File: config.mk
export PLATFORM = sky130hd
export DESIGN_NAME = radial_line_rasterizer_flat
export DESIGN_NICKNAME = d
export VERILOG_FILES = /design/src/hdl/rlr_pkg.sv /design/src/hdl/rlr_in_if.sv /design/src/hdl/rlr_out_if.sv /design/src/hdl/rlr_cfg_regs.sv /design/src/hdl/rlr_ctrl.sv /design/src/hdl/rlr_datapath.sv /design/src/hdl/radial_line_rasterizer.sv /design/src/flat_wrapper.sv
export VERILOG_INCLUDE_DIRS = /design/src /design/src/hdl
export SDC_FILE = /design/constraint.sdc
export NUM_CORES = 2
export LEC_CHECK = 0
export ABC_AREA = 0
export BUFFER_PORTS_ARGS = -buffer_cell sky130_fd_sc_hd__clkbuf_2
export CAP_MARGIN = 10
export CORE_MARGIN = 5
export CORE_UTILIZATION = 60
export CTS_CLUSTER_DIAMETER = 120
export DETAILED_ROUTE_END_ITERATION = 7
export GPL_TIMING_DRIVEN = 0
export PLACE_DENSITY_LB_ADDON = 0.1
export SLEW_MARGIN = 20
export SYNTH_ARGS = -nofsm -noshare
export SYNTH_HDL_FRONTEND = slang
export SYNTH_SLANG_ARGS = --single-unit
export TNS_END_PERCENT = 20
File: constraint.sdc
create_clock -name clk -period 27.2 [get_ports clk]
set_clock_uncertainty 0.15 [all_clocks]
set_input_delay 1.36 -clock clk [delete_from_list [all_inputs] [get_ports clk]]
set_output_delay 1.36 -clock clk [all_outputs]
set_load 0.02 [all_outputs]
File: src/hdl/radial_line_rasterizer_defines.svh
// Assertion macros for the radial line rasterizer.
`ifndef RADIAL_LINE_RASTERIZER_DEFINES_SVH
`define RADIAL_LINE_RASTERIZER_DEFINES_SVH
`ifndef SYNTHESIS
`define RLR_ASSERT_IMPL(label, ante, cons) \
  label: assert property (@(posedge clk) disable iff (!rst_n) (ante) |-> (cons)) \
    else $error("radial_line_rasterizer: same-cycle assertion failed");
`define RLR_ASSERT_NEXT(label, ante, cons) \
  label: assert property (@(posedge clk) disable iff (!rst_n) (ante) |=> (cons)) \
    else $error("radial_line_rasterizer: next-cycle assertion failed");
`else
`define RLR_ASSERT_IMPL(label, ante, cons)
`define RLR_ASSERT_NEXT(label, ante, cons)
`endif
`endif

File: src/hdl/rlr_pkg.sv
// Shared constants and types of the radial line rasterizer.
package rlr_pkg;

  localparam int MAX_LENGTH = 64;
  localparam int MAX_COORD  = 4096;

  localparam int COORD_W   = 12;
  localparam int DIM_W     = 13;
  localparam int LEN_W     = 7;
  localparam int CFG_IDX_W = 2;
  localparam int ACC_W     = 38;

  localparam logic [CFG_IDX_W-1:0] CFG_FRAME_WIDTH  = 2'd0;
  localparam logic [CFG_IDX_W-1:0] CFG_FRAME_HEIGHT = 2'd1;
  localparam logic [CFG_IDX_W-1:0] CFG_CENTER_X     = 2'd2;
  localparam logic [CFG_IDX_W-1:0] CFG_CENTER_Y     = 2'd3;

  localparam logic [DIM_W-1:0]   RST_FRAME_WIDTH  = 13'd3840;
  localparam logic [DIM_W-1:0]   RST_FRAME_HEIGHT = 13'd2160;
  localparam logic [COORD_W-1:0] RST_CENTER_X     = 12'd1920;
  localparam logic [COORD_W-1:0] RST_CENTER_Y     = 12'd1080;

  typedef struct packed {
    logic [DIM_W-1:0]   frame_width;
    logic [DIM_W-1:0]   frame_height;
    logic [COORD_W-1:0] center_x;
    logic [COORD_W-1:0] center_y;
  } rlr_cfg_t;

  typedef struct packed {
    logic load;
    logic setup1;
    logic setup2;
    logic setup3;
    logic step;
    logic load_pend;
    logic push;
    logic last;
  } rlr_cmd_t;

  typedef struct packed {
    logic on_center;
    logic cand_ok;
    logic out_free;
  } rlr_sts_t;

endpackage

File: src/hdl/rlr_in_if.sv
// Input channel carrying one line request word.
interface rlr_in_if;
  logic                         valid;
  logic                         ready;
  logic [rlr_pkg::COORD_W-1:0]  start_x;
  logic [rlr_pkg::COORD_W-1:0]  start_y;
  logic [rlr_pkg::LEN_W-1:0]    line_length;

  modport source(output valid, output start_x, output start_y, output line_length,
                 input ready);
  modport sink(input valid, input start_x, input start_y, input line_length,
               output ready);
endinterface

File: src/hdl/rlr_out_if.sv
// Output channel carrying one pixel word.
interface rlr_out_if;
  logic                         valid;
  logic                         ready;
  logic [rlr_pkg::COORD_W-1:0]  pixel_x;
  logic [rlr_pkg::COORD_W-1:0]  pixel_y;
  logic                         last_pixel;

  modport source(output valid, output pixel_x, output pixel_y, output last_pixel,
                 input ready);
  modport sink(input valid, input pixel_x, input pixel_y, input last_pixel,
               output ready);
endinterface

File: src/hdl/rlr_cfg_regs.sv
// Configuration register bank of the radial line rasterizer.
module rlr_cfg_regs (
  input  logic                              clk,
  input  logic                              rst_n,
  input  logic                              cfg_we,
  input  logic [rlr_pkg::CFG_IDX_W-1:0]     cfg_index,
  input  logic [rlr_pkg::DIM_W-1:0]         cfg_data,
  output rlr_pkg::rlr_cfg_t                 cfg
);
  import rlr_pkg::*;

  rlr_cfg_t cfg_r;

  always_ff @(posedge clk) begin
    if (!rst_n) begin
      cfg_r.frame_width  <= RST_FRAME_WIDTH;
      cfg_r.frame_height <= RST_FRAME_HEIGHT;
      cfg_r.center_x     <= RST_CENTER_X;
      cfg_r.center_y     <= RST_CENTER_Y;
    end else if (cfg_we) begin
      case (cfg_index)
        CFG_FRAME_WIDTH:  cfg_r.frame_width  <= cfg_data;
        CFG_FRAME_HEIGHT: cfg_r.frame_height <= cfg_data;
        CFG_CENTER_X:     cfg_r.center_x     <= cfg_data[COORD_W-1:0];
        CFG_CENTER_Y:     cfg_r.center_y     <= cfg_data[COORD_W-1:0];
        default: begin
        end
      endcase
    end
  end

  assign cfg = cfg_r;

endmodule

File: src/hdl/rlr_ctrl.sv
// Controller state machine sequencing setup and pixel stepping.
module rlr_ctrl (
  input  logic              clk,
  input  logic              rst_n,
  input  logic              in_valid,
  output logic              in_ready,
  input  rlr_pkg::rlr_sts_t sts,
  output rlr_pkg::rlr_cmd_t cmd
);
  import rlr_pkg::*;

  localparam logic [2:0] ST_IDLE   = 3'd0;
  localparam logic [2:0] ST_SETUP1 = 3'd1;
  localparam logic [2:0] ST_SETUP2 = 3'd2;
  localparam logic [2:0] ST_SETUP3 = 3'd3;
  localparam logic [2:0] ST_RUN    = 3'd4;

  logic [2:0] state_r, state_nxt;
  logic       has_pend_r, has_pend_nxt;

  always_ff @(posedge clk) begin
    if (!rst_n) begin
      state_r    <= ST_IDLE;
      has_pend_r <= 1'b0;
    end else begin
      state_r    <= state_nxt;
      has_pend_r <= has_pend_nxt;
    end
  end

  always_comb begin
    cmd          = '0;
    state_nxt    = state_r;
    has_pend_nxt = has_pend_r;
    in_ready     = 1'b0;
    case (state_r)
      ST_IDLE: begin
        in_ready     = 1'b1;
        has_pend_nxt = 1'b0;
        if (in_valid) begin
          cmd.load  = 1'b1;
          state_nxt = ST_SETUP1;
        end
      end
      ST_SETUP1: begin
        if (sts.on_center) begin
          state_nxt = ST_IDLE;
        end else begin
          cmd.setup1 = 1'b1;
          state_nxt  = ST_SETUP2;
        end
      end
      ST_SETUP2: begin
        cmd.setup2 = 1'b1;
        state_nxt  = ST_SETUP3;
      end
      ST_SETUP3: begin
        cmd.setup3   = 1'b1;
        has_pend_nxt = 1'b0;
        state_nxt    = ST_RUN;
      end
      ST_RUN: begin
        if (sts.out_free) begin
          cmd.push = has_pend_r;
          if (sts.cand_ok) begin
            cmd.step      = 1'b1;
            cmd.load_pend = 1'b1;
            has_pend_nxt  = 1'b1;
          end else begin
            cmd.last     = 1'b1;
            has_pend_nxt = 1'b0;
            state_nxt    = ST_IDLE;
          end
        end
      end
      default: begin
        state_nxt = ST_IDLE;
      end
    endcase
  end

endmodule

File: src/hdl/rlr_datapath.sv
// Datapath: setup arithmetic, incremental step tests and the output register.
module rlr_datapath (
  input  logic                          clk,
  input  logic                          rst_n,
  input  rlr_pkg::rlr_cmd_t             cmd,
  input  rlr_pkg::rlr_cfg_t             cfg,
  input  logic [rlr_pkg::COORD_W-1:0]   start_x,
  input  logic [rlr_pkg::COORD_W-1:0]   start_y,
  input  logic [rlr_pkg::LEN_W-1:0]     line_length,
  input  logic                          out_ready,
  output logic                          out_valid,
  output logic [rlr_pkg::COORD_W-1:0]   pixel_x,
  output logic [rlr_pkg::COORD_W-1:0]   pixel_y,
  output logic                          last_pixel,
  output rlr_pkg::rlr_sts_t             sts
);
  import rlr_pkg::*;

  logic [COORD_W-1:0]      sx_r, sy_r;
  logic [LEN_W-1:0]        len_r;
  logic signed [DIM_W-1:0] dx_r, dy_r;
  logic                    on_center_r;

  logic                    xmaj_r, neg_r;
  logic [COORD_W-1:0]      amaj_r;
  logic signed [DIM_W-1:0] minor_r;
  logic [18:0]             al_r;
  logic [23:0]             sqx_r, sqy_r;
  logic [ACC_W-1:0]        limit_r;
  logic [24:0]             dist2_r;
  logic [ACC_W-1:0]        acc_r, inc_r;
  logic [LEN_W-1:0]        i_r;
  logic signed [7:0]       q_r;
  logic [DIM_W-1:0]        r_r;

  logic [COORD_W-1:0]      pend_x_r, pend_y_r;
  logic                    out_valid_r;
  logic [COORD_W-1:0]      out_x_r, out_y_r;
  logic                    out_last_r;

  logic [COORD_W-1:0]      adx, ady, amaj_c;
  logic                    xmaj_c;
  logic [DIM_W-1:0]        d_w;
  logic signed [15:0]      r_sum, d_ext;
  logic signed [7:0]       moff, majd;
  logic signed [14:0]      px_c, py_c, fw_c, fh_c;
  logic [DIM_W-1:0]        fw_lim, fh_lim;
  logic                    in_frame;

  assign adx    = dx_r[DIM_W-1] ? COORD_W'(-dx_r) : COORD_W'(dx_r);
  assign ady    = dy_r[DIM_W-1] ? COORD_W'(-dy_r) : COORD_W'(dy_r);
  assign xmaj_c = adx > ady;
  assign amaj_c = xmaj_c ? adx : ady;

  assign d_w   = {amaj_r, 1'b0};
  assign d_ext = $signed({3'b000, d_w});
  assign r_sum = $signed({3'b000, r_r}) + $signed({{2{minor_r[DIM_W-1]}}, minor_r, 1'b0});

  assign moff = (q_r < 0 && r_r != '0) ? q_r + 8'sd1 : q_r;
  assign majd = neg_r ? -$signed({1'b0, i_r}) : $signed({1'b0, i_r});

  assign px_c = $signed({3'b000, sx_r}) + (xmaj_r ? 15'(majd) : 15'(moff));
  assign py_c = $signed({3'b000, sy_r}) + (xmaj_r ? 15'(moff) : 15'(majd));

  assign fw_lim = (cfg.frame_width > DIM_W'(MAX_COORD)) ? DIM_W'(MAX_COORD) : cfg.frame_width;
  assign fh_lim = (cfg.frame_height > DIM_W'(MAX_COORD)) ? DIM_W'(MAX_COORD)
                                                          : cfg.frame_height;
  assign fw_c   = $signed({2'b00, fw_lim});
  assign fh_c   = $signed({2'b00, fh_lim});

  assign in_frame = !px_c[14] && (px_c < fw_c) && !py_c[14] && (py_c < fh_c);

  assign sts.cand_ok   = (i_r < LEN_W'(MAX_LENGTH)) && (acc_r < limit_r) && in_frame;
  assign sts.on_center = on_center_r;
  assign sts.out_free  = !out_valid_r || out_ready;

  always_ff @(posedge clk) begin
    if (cmd.load) begin
      sx_r        <= start_x;
      sy_r        <= start_y;
      len_r       <= (line_length > LEN_W'(MAX_LENGTH)) ? LEN_W'(MAX_LENGTH) : line_length;
      dx_r        <= $signed({1'b0, start_x}) - $signed({1'b0, cfg.center_x});
      dy_r        <= $signed({1'b0, start_y}) - $signed({1'b0, cfg.center_y});
      on_center_r <= (start_x == cfg.center_x) && (start_y == cfg.center_y);
    end
    if (cmd.setup1) begin
      xmaj_r  <= xmaj_c;
      neg_r   <= xmaj_c ? dx_r[DIM_W-1] : dy_r[DIM_W-1];
      minor_r <= xmaj_c ? dy_r : dx_r;
      amaj_r  <= amaj_c;
      al_r    <= 19'(amaj_c) * 19'(len_r);
      sqx_r   <= 24'(adx) * 24'(adx);
    end
    if (cmd.setup2) begin
      limit_r <= ACC_W'(al_r) * ACC_W'(al_r);
      sqy_r   <= 24'(ady) * 24'(ady);
    end
    if (cmd.setup3) begin
      dist2_r <= 25'(sqx_r) + 25'(sqy_r);
      inc_r   <= ACC_W'(sqx_r) + ACC_W'(sqy_r);
      acc_r   <= '0;
      i_r     <= '0;
      q_r     <= '0;
      r_r     <= {1'b0, amaj_r};
    end else if (cmd.step) begin
      acc_r <= acc_r + inc_r;
      inc_r <= inc_r + ACC_W'({dist2_r, 1'b0});
      i_r   <= i_r + 1'b1;
      if (r_sum >= d_ext) begin
        r_r <= DIM_W'(r_sum - d_ext);
        q_r <= q_r + 8'sd1;
      end else if (r_sum < 0) begin
        r_r <= DIM_W'(r_sum + d_ext);
        q_r <= q_r - 8'sd1;
      end else begin
        r_r <= DIM_W'(r_sum);
      end
    end
    if (cmd.load_pend) begin
      pend_x_r <= px_c[COORD_W-1:0];
      pend_y_r <= py_c[COORD_W-1:0];
    end
    if (cmd.push) begin
      out_x_r    <= pend_x_r;
      out_y_r    <= pend_y_r;
      out_last_r <= cmd.last;
    end
  end

  always_ff @(posedge clk) begin
    if (!rst_n) begin
      out_valid_r <= 1'b0;
    end else if (cmd.push) begin
      out_valid_r <= 1'b1;
    end else if (out_ready) begin
      out_valid_r <= 1'b0;
    end
  end

  assign out_valid  = out_valid_r;
  assign pixel_x    = out_x_r;
  assign pixel_y    = out_y_r;
  assign last_pixel = out_last_r;

endmodule

File: src/hdl/radial_line_rasterizer.sv
// Radial line rasterizer: one accepted word (start pixel and length) produces the pixels of
// a short line running straight away from the configured center, stepped along the dominant
// axis, with last_pixel set on the final pixel; a start on the center, a zero length or a
// start outside the frame produces no pixel. Lines are handled one at a time: after the
// accept the setup states SETUP1, SETUP2 and SETUP3 form the squared-length limit and the
// minor-axis ratio, then the stepping loop, the single incremental step unit, delivers one
// pixel per cycle while the output is not stalled, and a final step closes the run.
// Configuration writes are taken at any time but belong between lines.
`include "radial_line_rasterizer_defines.svh"
module radial_line_rasterizer (
  input  logic                            clk,
  input  logic                            rst_n,
  rlr_in_if.sink                          in_chan,
  rlr_out_if.source                       out_chan,
  input  logic                            cfg_we,
  input  logic [rlr_pkg::CFG_IDX_W-1:0]   cfg_index,
  input  logic [rlr_pkg::DIM_W-1:0]       cfg_data
);
  import rlr_pkg::*;

  rlr_cfg_t cfg;
  rlr_cmd_t cmd;
  rlr_sts_t sts;

  rlr_cfg_regs u_cfg (
    .clk       (clk),
    .rst_n     (rst_n),
    .cfg_we    (cfg_we),
    .cfg_index (cfg_index),
    .cfg_data  (cfg_data),
    .cfg       (cfg)
  );

  rlr_ctrl u_ctrl (
    .clk      (clk),
    .rst_n    (rst_n),
    .in_valid (in_chan.valid),
    .in_ready (in_chan.ready),
    .sts      (sts),
    .cmd      (cmd)
  );

  rlr_datapath u_dp (
    .clk         (clk),
    .rst_n       (rst_n),
    .cmd         (cmd),
    .cfg         (cfg),
    .start_x     (in_chan.start_x),
    .start_y     (in_chan.start_y),
    .line_length (in_chan.line_length),
    .out_ready   (out_chan.ready),
    .out_valid   (out_chan.valid),
    .pixel_x     (out_chan.pixel_x),
    .pixel_y     (out_chan.pixel_y),
    .last_pixel  (out_chan.last_pixel),
    .sts         (sts)
  );

  `RLR_ASSERT_IMPL(a_push_into_free_slot, cmd.push, sts.out_free)
  `RLR_ASSERT_NEXT(a_one_line_at_a_time, in_chan.valid && in_chan.ready, !in_chan.ready)
  `RLR_ASSERT_IMPL(a_step_only_when_valid, cmd.step, sts.cand_ok && cmd.load_pend)

endmodule
File: src/flat_wrapper.sv
// flat-port wrapper written by rule: the top's interface ports become plain ports
module radial_line_rasterizer_flat import rlr_pkg::*;
  (clk, rst_n, cfg_we, cfg_index, cfg_data, in_chan_valid, in_chan_start_x, in_chan_start_y, in_chan_line_length, in_chan_ready, out_chan_valid, out_chan_pixel_x, out_chan_pixel_y, out_chan_last_pixel, out_chan_ready);
  rlr_in_if in_chan_i ();
  rlr_out_if out_chan_i ();
  input  logic clk;
  input  logic rst_n;
  input  logic cfg_we;
  input  logic [rlr_pkg::CFG_IDX_W-1:0] cfg_index;
  input  logic [rlr_pkg::DIM_W-1:0] cfg_data;
  input wire logic [$bits(in_chan_i.valid)-1:0] in_chan_valid;
  input wire logic [$bits(in_chan_i.start_x)-1:0] in_chan_start_x;
  input wire logic [$bits(in_chan_i.start_y)-1:0] in_chan_start_y;
  input wire logic [$bits(in_chan_i.line_length)-1:0] in_chan_line_length;
  output wire logic [$bits(in_chan_i.ready)-1:0] in_chan_ready;
  output wire logic [$bits(out_chan_i.valid)-1:0] out_chan_valid;
  output wire logic [$bits(out_chan_i.pixel_x)-1:0] out_chan_pixel_x;
  output wire logic [$bits(out_chan_i.pixel_y)-1:0] out_chan_pixel_y;
  output wire logic [$bits(out_chan_i.last_pixel)-1:0] out_chan_last_pixel;
  input wire logic [$bits(out_chan_i.ready)-1:0] out_chan_ready;
  assign in_chan_i.valid = in_chan_valid;
  assign in_chan_i.start_x = in_chan_start_x;
  assign in_chan_i.start_y = in_chan_start_y;
  assign in_chan_i.line_length = in_chan_line_length;
  assign in_chan_ready = in_chan_i.ready;
  assign out_chan_valid = out_chan_i.valid;
  assign out_chan_pixel_x = out_chan_i.pixel_x;
  assign out_chan_pixel_y = out_chan_i.pixel_y;
  assign out_chan_last_pixel = out_chan_i.last_pixel;
  assign out_chan_i.ready = out_chan_ready;
  radial_line_rasterizer u_core (.clk(clk), .rst_n(rst_n), .in_chan(in_chan_i), .out_chan(out_chan_i), .cfg_we(cfg_we), .cfg_index(cfg_index), .cfg_data(cfg_data));
endmodule
==> results.cfg <==
[timing]
setup_viol = 0
rsz0062_at_grt = no
tightestPinTransition_ns = 1.177
fin_crit_ns = 10.81
maxSlewViolCount = 0
relSlewSlack_pct = 19.31
hold_viol_final = 0
fin_crit_sh_pct = 39.73
worst_slack_ns = 16.39
fmax_ghz = 0.09253
fin_tns_setup_ns = 0

[synthesis]
synth.distinct_cells = 83
synthAdderAreaFrac_pct = 35.51
synth-simple-area-share_pct = 13.52
yosysTopAreaCell = edfxtp_1
syn-num-nets = 5646
syn_inst = 4616
async_flop_share_pct = 0
syn_avg_cell_area_um2 = 9.590
ys_ff_latch = 420
synth_top_family_by_area = adder cells
synth-compound-area-share_pct = 11.58
synth.area.top_cells = edfxtp_1, fa_1, ha_1, inv_1, dfxtp_1
synth_edf_count = 311
synth_mux_area_share_pct = 1.187
synth_ff_type = edfxtp_1
netlist_area_um2 = 44270
yosysTopAreaCellShare_pct = 21.10
yosysSeqAreaShare_pct = 26.03
synth_warnings = 0
synthXorXnorAreaFrac_pct = 4.986

[placed_design]
hpwl_mm = 90.76
place.gp.congestion = 0.9174
place_inst = 5672
pre_cts_slack_ns = 16.55
port_buffers = 76

[cells_and_area]
multiInputGateArea_um2 = 29610
layout_commonest_cell = inv_1
final_cell_mix = inv_1, ha_1, fa_1, nand2_1, nor2_1
drive_gt1_share_pct = 5.293
final_cells = 5760
nets = 5791
fin_util_pct = 65.51
seqCellArea_um2 = 11520
fillers = 6027
area_growth_pct = 8.149

[drt]
ant_nets = 0
wl_met3_mm = 7.680
drc = 0
wl_met2_mm = 50.43
via_per_inst = 5.709
drt-initial-drc-count = 2455
wl_per_cell_um = 19.39
first_pass_iters = 5
routed-via-count = 32880
met1Wirelength_mm = 50.52
routed_wl_mm = 111.7
dr.max_layer_used = met4

[floorplan]
dieArea_um2 = 79310
rows = 99
start_util_pct = 60.57
die_x_um = 281.6
core_area_um2 = 73080
fp.dieH_um = 281.6
ios = 78

[global_route]
grt_pass1_vias = 32830
grt_overflow = 0
grt_max_degree = 39
grt_pass1_wl_mm = 178.8
grt_antenna_before_repair = 1
grtUsageTotal_pct = 28.53

[clock_network]
clockRootBuffer = clkbuf_16
cts_made_buffers = 46
cts_max_level = 2
cts_hold_buffers = 0
post_cts_buffers = 0
clock_sinks = 420
clkTransAtPathRegs_ns = 0.06
clockBufferDepth = 3
clk_latency_ns = 0.61
ctsResizeCount = 0
cts_tree = yes

[critical_path]
path_buf_inv = 8
start_kind = flip-flop
crit_arrival_ns = 10.99
critPathRequiredTime_ns = 27.38
worstPathMaxFanout = 12
cp_top_family = adder cells
critical-path-slowest-cell = mux2i_1
cpMostUsedCell = inv_1
worstSetupPathType = flip-flop to flip-flop
slowest_delay_ns = 1.02
end_kind = flip-flop

[flow_run]
maxCapViolCount = 0

[hold_path]
hold_class = flip-flop to flip-flop

[status]
outcome = finished clean
==> synthesized netlist by cell type, drive strengths merged, types with 6 or more instances <==
cell / count
fa: 462
o211a: 7
o21bai: 31
nor2: 351
buf: 14
inv: 716
a21o: 76
and3: 25
nand3b: 9
a311oi: 7
ha: 517
xor2: 91
nand2b: 32
a31oi: 27
nand2: 450
or3: 22
mux2: 20
nand4: 28
a211o: 9
o22ai: 8
o21ai: 148
or2: 23
and2: 155
o41ai: 8
o211ai: 33
or4: 6
nor3: 55
o31a: 11
nor2b: 46
dfxtp: 109
a21boi: 53
a21oi: 226
xnor2: 161
a211oi: 23
edfxtp: 311
clkbuf: 109
mux2i: 30
o21a: 41
nand3: 59
o31ai: 23
nor4: 9
a221oi: 9
==> worst paths after layout <==
kind	from	endpoint	slack [ns]	cells past startpoint
setup / recovery	u_core.u_dp.dx_r[0]$_DFFE_PP_	u_core.u_dp.al_r[17]$_DFFE_PP_	16.39	30
hold / removal	u_core.u_dp.pend_y_r[5]$_DFFE_PP_	u_core.u_dp.pixel_y[5]$_DFFE_PP_	0.27	0
setup reg to reg	u_core.u_dp.dx_r[0]$_DFFE_PP_	u_core.u_dp.al_r[17]$_DFFE_PP_	16.39	30
hold reg to reg	u_core.u_dp.pend_y_r[5]$_DFFE_PP_	u_core.u_dp.pixel_y[5]$_DFFE_PP_	0.27	0
==> area by class of cell <==
| type | count | share of cell area (%) |
|---|---|---|
| timing repair buffer | 97 | 1.205 |
| inverter | 719 | 5.640 |
| multi-input combinational | 3354 | 61.84 |
| clock buffer | 49 | 2.428 |
| sequential | 420 | 24.07 |
| tap | 959 | 2.506 |
| antenna | 2 | 0.01045 |
| buffer | 123 | 1.011 |
| clock inverter | 37 | 1.291 |
==> through the flow <==
stage	hold WS, ns	cell area (um2)
after floorplan	0.2503	44270
after global routing	0.2749	47870
after detailed placement	0.2545	46080
after global placement	0.2515	45850
final	0.2665	47870
after CTS	0.2670	47860
==> state kept, by name (all words and copies together), names as in the netlist, 19 cells and up <==
signal and flops:
u_core.u_cfg.cfg 50, u_core.u_dp.acc_r 38, u_core.u_dp.al_r 19, u_core.u_dp.dist2_r 25, u_core.u_dp.inc_r 38, u_core.u_dp.limit_r 37, u_core.u_dp.sqx_r 23, u_core.u_dp.sqy_r 23
==> routing by layer <==
layer,vias up,track usage [%]
met5,-,0
li1,15710,-
met1,15980,42.18
met2,1023,45.26
met3,164,3.726
met4,0,7.143
==> cells by family after synthesis <==
kind of cell    after synthesis
flops                       420
xor+xnor                    252
mux                          50
buf+inv                     842
simple gates               1287
fa+ha+maj                   979
compound gates              786
Power is left out: the tool's default activity adds up to more than one toggle a clock period on the data nets, which glitch-free logic cannot reach.
